`src/hw/rtl/checked_record_ring_macros.svh`:
```
// Assertion macros shared by the record ring RTL.
`ifndef CHECKED_RECORD_RING_MACROS_SVH
`define CHECKED_RECORD_RING_MACROS_SVH

// Same-cycle implication, disabled in reset.
`define CRR_ASSERT_NOW(lbl, ante, cons) \
    lbl: assert property (@(posedge clk) disable iff (!rst_n) (ante) |-> (cons)) \
        else $error("checked_record_ring assertion failed");

// Next-cycle implication, disabled in reset.
`define CRR_ASSERT_NEXT(lbl, ante, cons) \
    lbl: assert property (@(posedge clk) disable iff (!rst_n) (ante) |=> (cons)) \
        else $error("checked_record_ring assertion failed");

`endif

```
`src/hw/rtl/crr_ram.sv`:
```
// Generic synchronous RAM: one write port, one registered read port.
module crr_ram #(
    parameter int WIDTH = 8,
    parameter int DEPTH = 16,
    parameter int AW    = (DEPTH > 1) ? $clog2(DEPTH) : 1
) (
    input  logic             clk,
    input  logic             we,
    input  logic [AW-1:0]    waddr,
    input  logic [WIDTH-1:0] wdata,
    input  logic [AW-1:0]    raddr,
    output logic [WIDTH-1:0] rdata
);
    logic [WIDTH-1:0] mem [DEPTH];

    always_ff @(posedge clk)
    begin
        if (we)
        begin
            mem[waddr] <= wdata;
        end
        rdata <= mem[raddr];
    end
endmodule

```
`config.mk`:
```
export PLATFORM = sky130hd
export DESIGN_NAME = crr_ram
export DESIGN_NICKNAME = d
export VERILOG_FILES = /design/src/hw/rtl/checked_record_ring_macros.svh /design/src/hw/rtl/crr_ram.sv
export SDC_FILE = /design/constraint.sdc
export NUM_CORES = 1
export LEC_CHECK = 0
export BUFFER_PORTS_ARGS = -buffer_cell sky130_fd_sc_hd__buf_2
export CORE_AREA = 2 2 96 98
export CTS_BUF_LIST = sky130_fd_sc_hd__clkbuf_4 sky130_fd_sc_hd__clkbuf_8
export CTS_CLUSTER_DIAMETER = 200
export DETAILED_ROUTE_END_ITERATION = 7
export DIE_AREA = 0 0 98 100
export PLACE_DENSITY_LB_ADDON = 0.3
export SETUP_SLACK_MARGIN = 0.15
export SYNTH_ARGS = -nofsm -noshare
export SYNTH_HDL_FRONTEND = slang
export SYNTH_SLANG_ARGS = --single-unit
```
`constraint.sdc`:
```
create_clock -name clk -period 5.1 [get_ports clk]
set_input_delay 1.275 -clock clk [delete_from_list [all_inputs] [get_ports clk]]
set_output_delay 1.275 -clock clk [all_outputs]
set_load 0.01 [all_outputs]
```
After elaboration in Yosys (flattened, before gate mapping)
Memory sizes are Yosys's and may differ from the RTL's. A register that Yosys moved wholly into a read port is not among the register bits. Cells that the tools add are included.

Bits in registers: 0. Memory bits (writable): 128. Output and inout bits: 8. Logic and storage cells: 3. Memories kept: 1.

Mux-type cells: 2.

Memory list: mem (depth 16, bits a word 8, rd ports 1, clocked after Yosys merged registers in 1, wr ports 1, RTL line crr_ram.sv:14) `logic [WIDTH-1:0] mem [DEPTH];`.

Operators by type and width (number): two-way mux 1 bit (2).

Longest topological paths before layout
Depth in word-level cells: 2. Mapped depth: 5. Gate-level depth less buffers: 3.

Worst setup path after synthesis
Ideal clock, no wire load.

Path kind: in2reg. From: in waddr[2]. To: mem mem[0][0], enable pin. Setup time: 383 ps. Arrival time: 2385 ps. Path slack: 2332 ps. Cell stages on the path: 2. Path buffers: 0. Path through: or3b_2 nor3_1.

RTL lines: start, declared (RTL line crr_ram.sv:9) `input logic [AW-1:0] waddr,`; end, declared (RTL line crr_ram.sv:14).

No word-level cell before the write port.

==> impl_metrics.env <==
export IMPL_postCtsSetupBuffers=0
export IMPL_p_sw_uw=445.5
export IMPL_core_um2=8890
export IMPL_syn2layout_area_growth_pct=10.74
export IMPL_cts_buffer_depth=2
export IMPL_clk_pin_slew_ns=0.07
export IMPL_min_period_ns=2.881
export IMPL_ios=26
export IMPL_cts_tree="done"
export IMPL_cts_buffers=17
export IMPL_status="finished, final reports clean"
export IMPL_diodes=0
export IMPL_grtUsageTotal_pct=20.61
export IMPL_hold_violations=0
export IMPL_hold_ws_ns=0.6763
export IMPL_port_buffers=25
export IMPL_hold_path_class="register to register"
export IMPL_drt_pass1_iterations=4
export IMPL_p_int_uw=1686
export IMPL_drcViolationCount=0
export IMPL_setup_tns_ns=0
export IMPL_cts_sinks=136
export IMPL_yosys_cell_types_count=19
export IMPL_power_frac_seq_pct=58.9
export IMPL_grt_setup_unrepaired="false"
export IMPL_gp_congestion=0.7383
export IMPL_startpoint_type="input port"
export IMPL_yosysTopAreaCellShare_pct=74.67
export IMPL_grt_pass1_vias=2403
export IMPL_cts_resized=0
export IMPL_required_ns=5.41
export IMPL_max_clock_freq_mhz=347.1
export IMPL_max_vdd_ir_drop_mv=0.2232
export IMPL_syn_area_um2=5147
export IMPL_crit_path_end_kind="register"
export IMPL_cp_max_fo=32
export IMPL_cts_root_buf="clkbuf_8"
export IMPL_synth_area_per_cell_um2=22.48
export IMPL_htree_levels=4
export IMPL_grt_max_degree=33
export IMPL_dieArea_um2=9800
export IMPL_ys_warn_count=0
export IMPL_postRouteAntennaNets=0
export IMPL_ys_ff_latch=136
export IMPL_via_per_inst=5.987
export IMPL_worstPathArrival_ns=3.19
export IMPL_die_x_um=98
export IMPL_worstMarginPinSlew_ns=1.171
export IMPL_routed_wl_um=9223
export IMPL_post_place_ws_ns=1.813
export IMPL_skew_ns=0.009713
export IMPL_drv_cap=0
export IMPL_synth_nets=247
export IMPL_grt_pass1_wl_um=14070
export IMPL_hold_buffers=0
export IMPL_pwr_share_comb_pct=5.1
export IMPL_seq_area_frac_synth_pct=77.78
export IMPL_dr_total_vias=2329
export IMPL_rows=35
export IMPL_yosysTopAreaCell="edfxtp_1"
export IMPL_drive_gt1_share_pct=28.06
export IMPL_die_h_um=100
export IMPL_period_share_pct=56.49
export IMPL_power_share_clock_pct=35.9
export IMPL_setup_ws_ns=2.219
export IMPL_drt_iter0_markers=250
export IMPL_initial_core_util_pct=57.90
export IMPL_grt_overflow=0
export IMPL_r2r_cells=3
export IMPL_grt_antenna_before_repair=0
export IMPL_p_leak_uw=0.001887
export IMPL_nNetsFinal=283
export IMPL_wire_per_inst_um=23.71
export IMPL_p_sw_share_pct=20.90
export IMPL_insertion_delay_ns=0.43
export IMPL_synthTopCellsByArea="edfxtp_1, mux4_2, mux4_1"
export IMPL_holdPathStages=3
export IMPL_dp_hpwl_um=5621
export IMPL_syn_instance_count=229
export IMPL_setup_viol=0
export IMPL_maxSlewViolCount=0
export IMPL_crit_type="input port to register"
export IMPL_slew_headroom_pct=21.34
export IMPL_power_density_nw_per_um2=373.9
## area by class of cell
type / instances / area [um^2]
clock buffers: 23 / 304.0
clock inverters: 9 / 51.30
fillers: 592 / 3189
multi-input cells: 83 / 1062
flip-flops and latches: 136 / 4004
well taps: 111 / 138.9
repair buffers: 27 / 140.1
## per-layer routing
layer,up-vias,wire length [um],global-route usage (%),share of wire [%]
met1,1182,3742,27.41,41
met5,-,0,0,0
met2,92,4675,32.77,51
li1,1042,-,-,-
met4,0,184,8.654,2.0
met3,13,620,5.780,6.7
## power groups by stage
stage / registers, uW / logic, uW / clock network, uW
4_1_cts: 1260 / 111 / 776
2_1_floorplan: 1280 / 63.4 / 0
3_3_place_gp: 1280 / 108 / 0
5_1_grt: 1260 / 118 / 821
3_5_place_dp: 1280 / 110 / 0
6_report: 1260 / 109 / 766
## path summary, 6_finish.rpt
check | end | slack, ns | start
max | rdata[5]$_DFF_P_ | 2.22 | raddr[0]
min | rdata[5]$_DFF_P_ | 0.68 | mem[12][5]$_DFFE_PP_
max reg2reg | rdata[5]$_DFF_P_ | 3.61 | mem[1][5]$_DFFE_PP_
min reg2reg | rdata[5]$_DFF_P_ | 0.68 | mem[12][5]$_DFFE_PP_
## Yosys cell counts (all sizes together)
library cell and number:
buf 7, edfxtp 128, or3b 1, nand2 9
dfxtp 8, nor2b 1, nor2 13, a22oi 16
nand2b 2, and2 1, mux4 32, nand3 1
nor3 4, nand3b 2, clkdlybuf4s25 3, and2b 1
## flip-flops by register name, indices dropped and copies added (netlist names)
name   cells
mem      128
rdata      8
## stage by stage
| stage | total power (uW) | utilization [%] | cell area, um^2 | std cells |
|---|---|---|---|---|
| 6_report | 2131 | 64.12 | 5700 | 389 |
| 5_1_grt | 2198 | 64.12 | 5700 | 389 |
| 4_1_cts | 2143 | 64.12 | 5700 | 389 |
| 3_5_place_dp | 1391 | 60.13 | 5345 | 357 |
| 3_3_place_gp | 1388 | 60.13 | 5345 | 357 |
| 2_1_floorplan | 1345 | - | 5147 | 229 |
## cell families after synthesis
group                  Yosys count  synth area share (%)
flip-flops                     136                 77.78
AND/OR/NAND/NOR                 35                 3.184
multiplexers                    32                 15.02
AO/OA/AOI/OAI                   16                 2.334
buffers and inverters           10                 1.677
## worst max-delay path, cell delays in order
cell and delay (ns):
buf_2 0.77, mux4_1 0.72, a22oi_1 0.31, nand2_1 0.09
## cell usage in the layout (no fill, tap or decap), drive strengths merged, types with 4 or more instances in the layout
cell    synthesis  final
a22oi          16     16
buf             7     27
clkbuf          0     23
clkinv          0      6
dfxtp           8      8
edfxtp        128    128
mux4           32     32
nand2           9      9
nor2           13     13
nor3            4      4
Note: power is estimated with default switching activity, not from simulation.
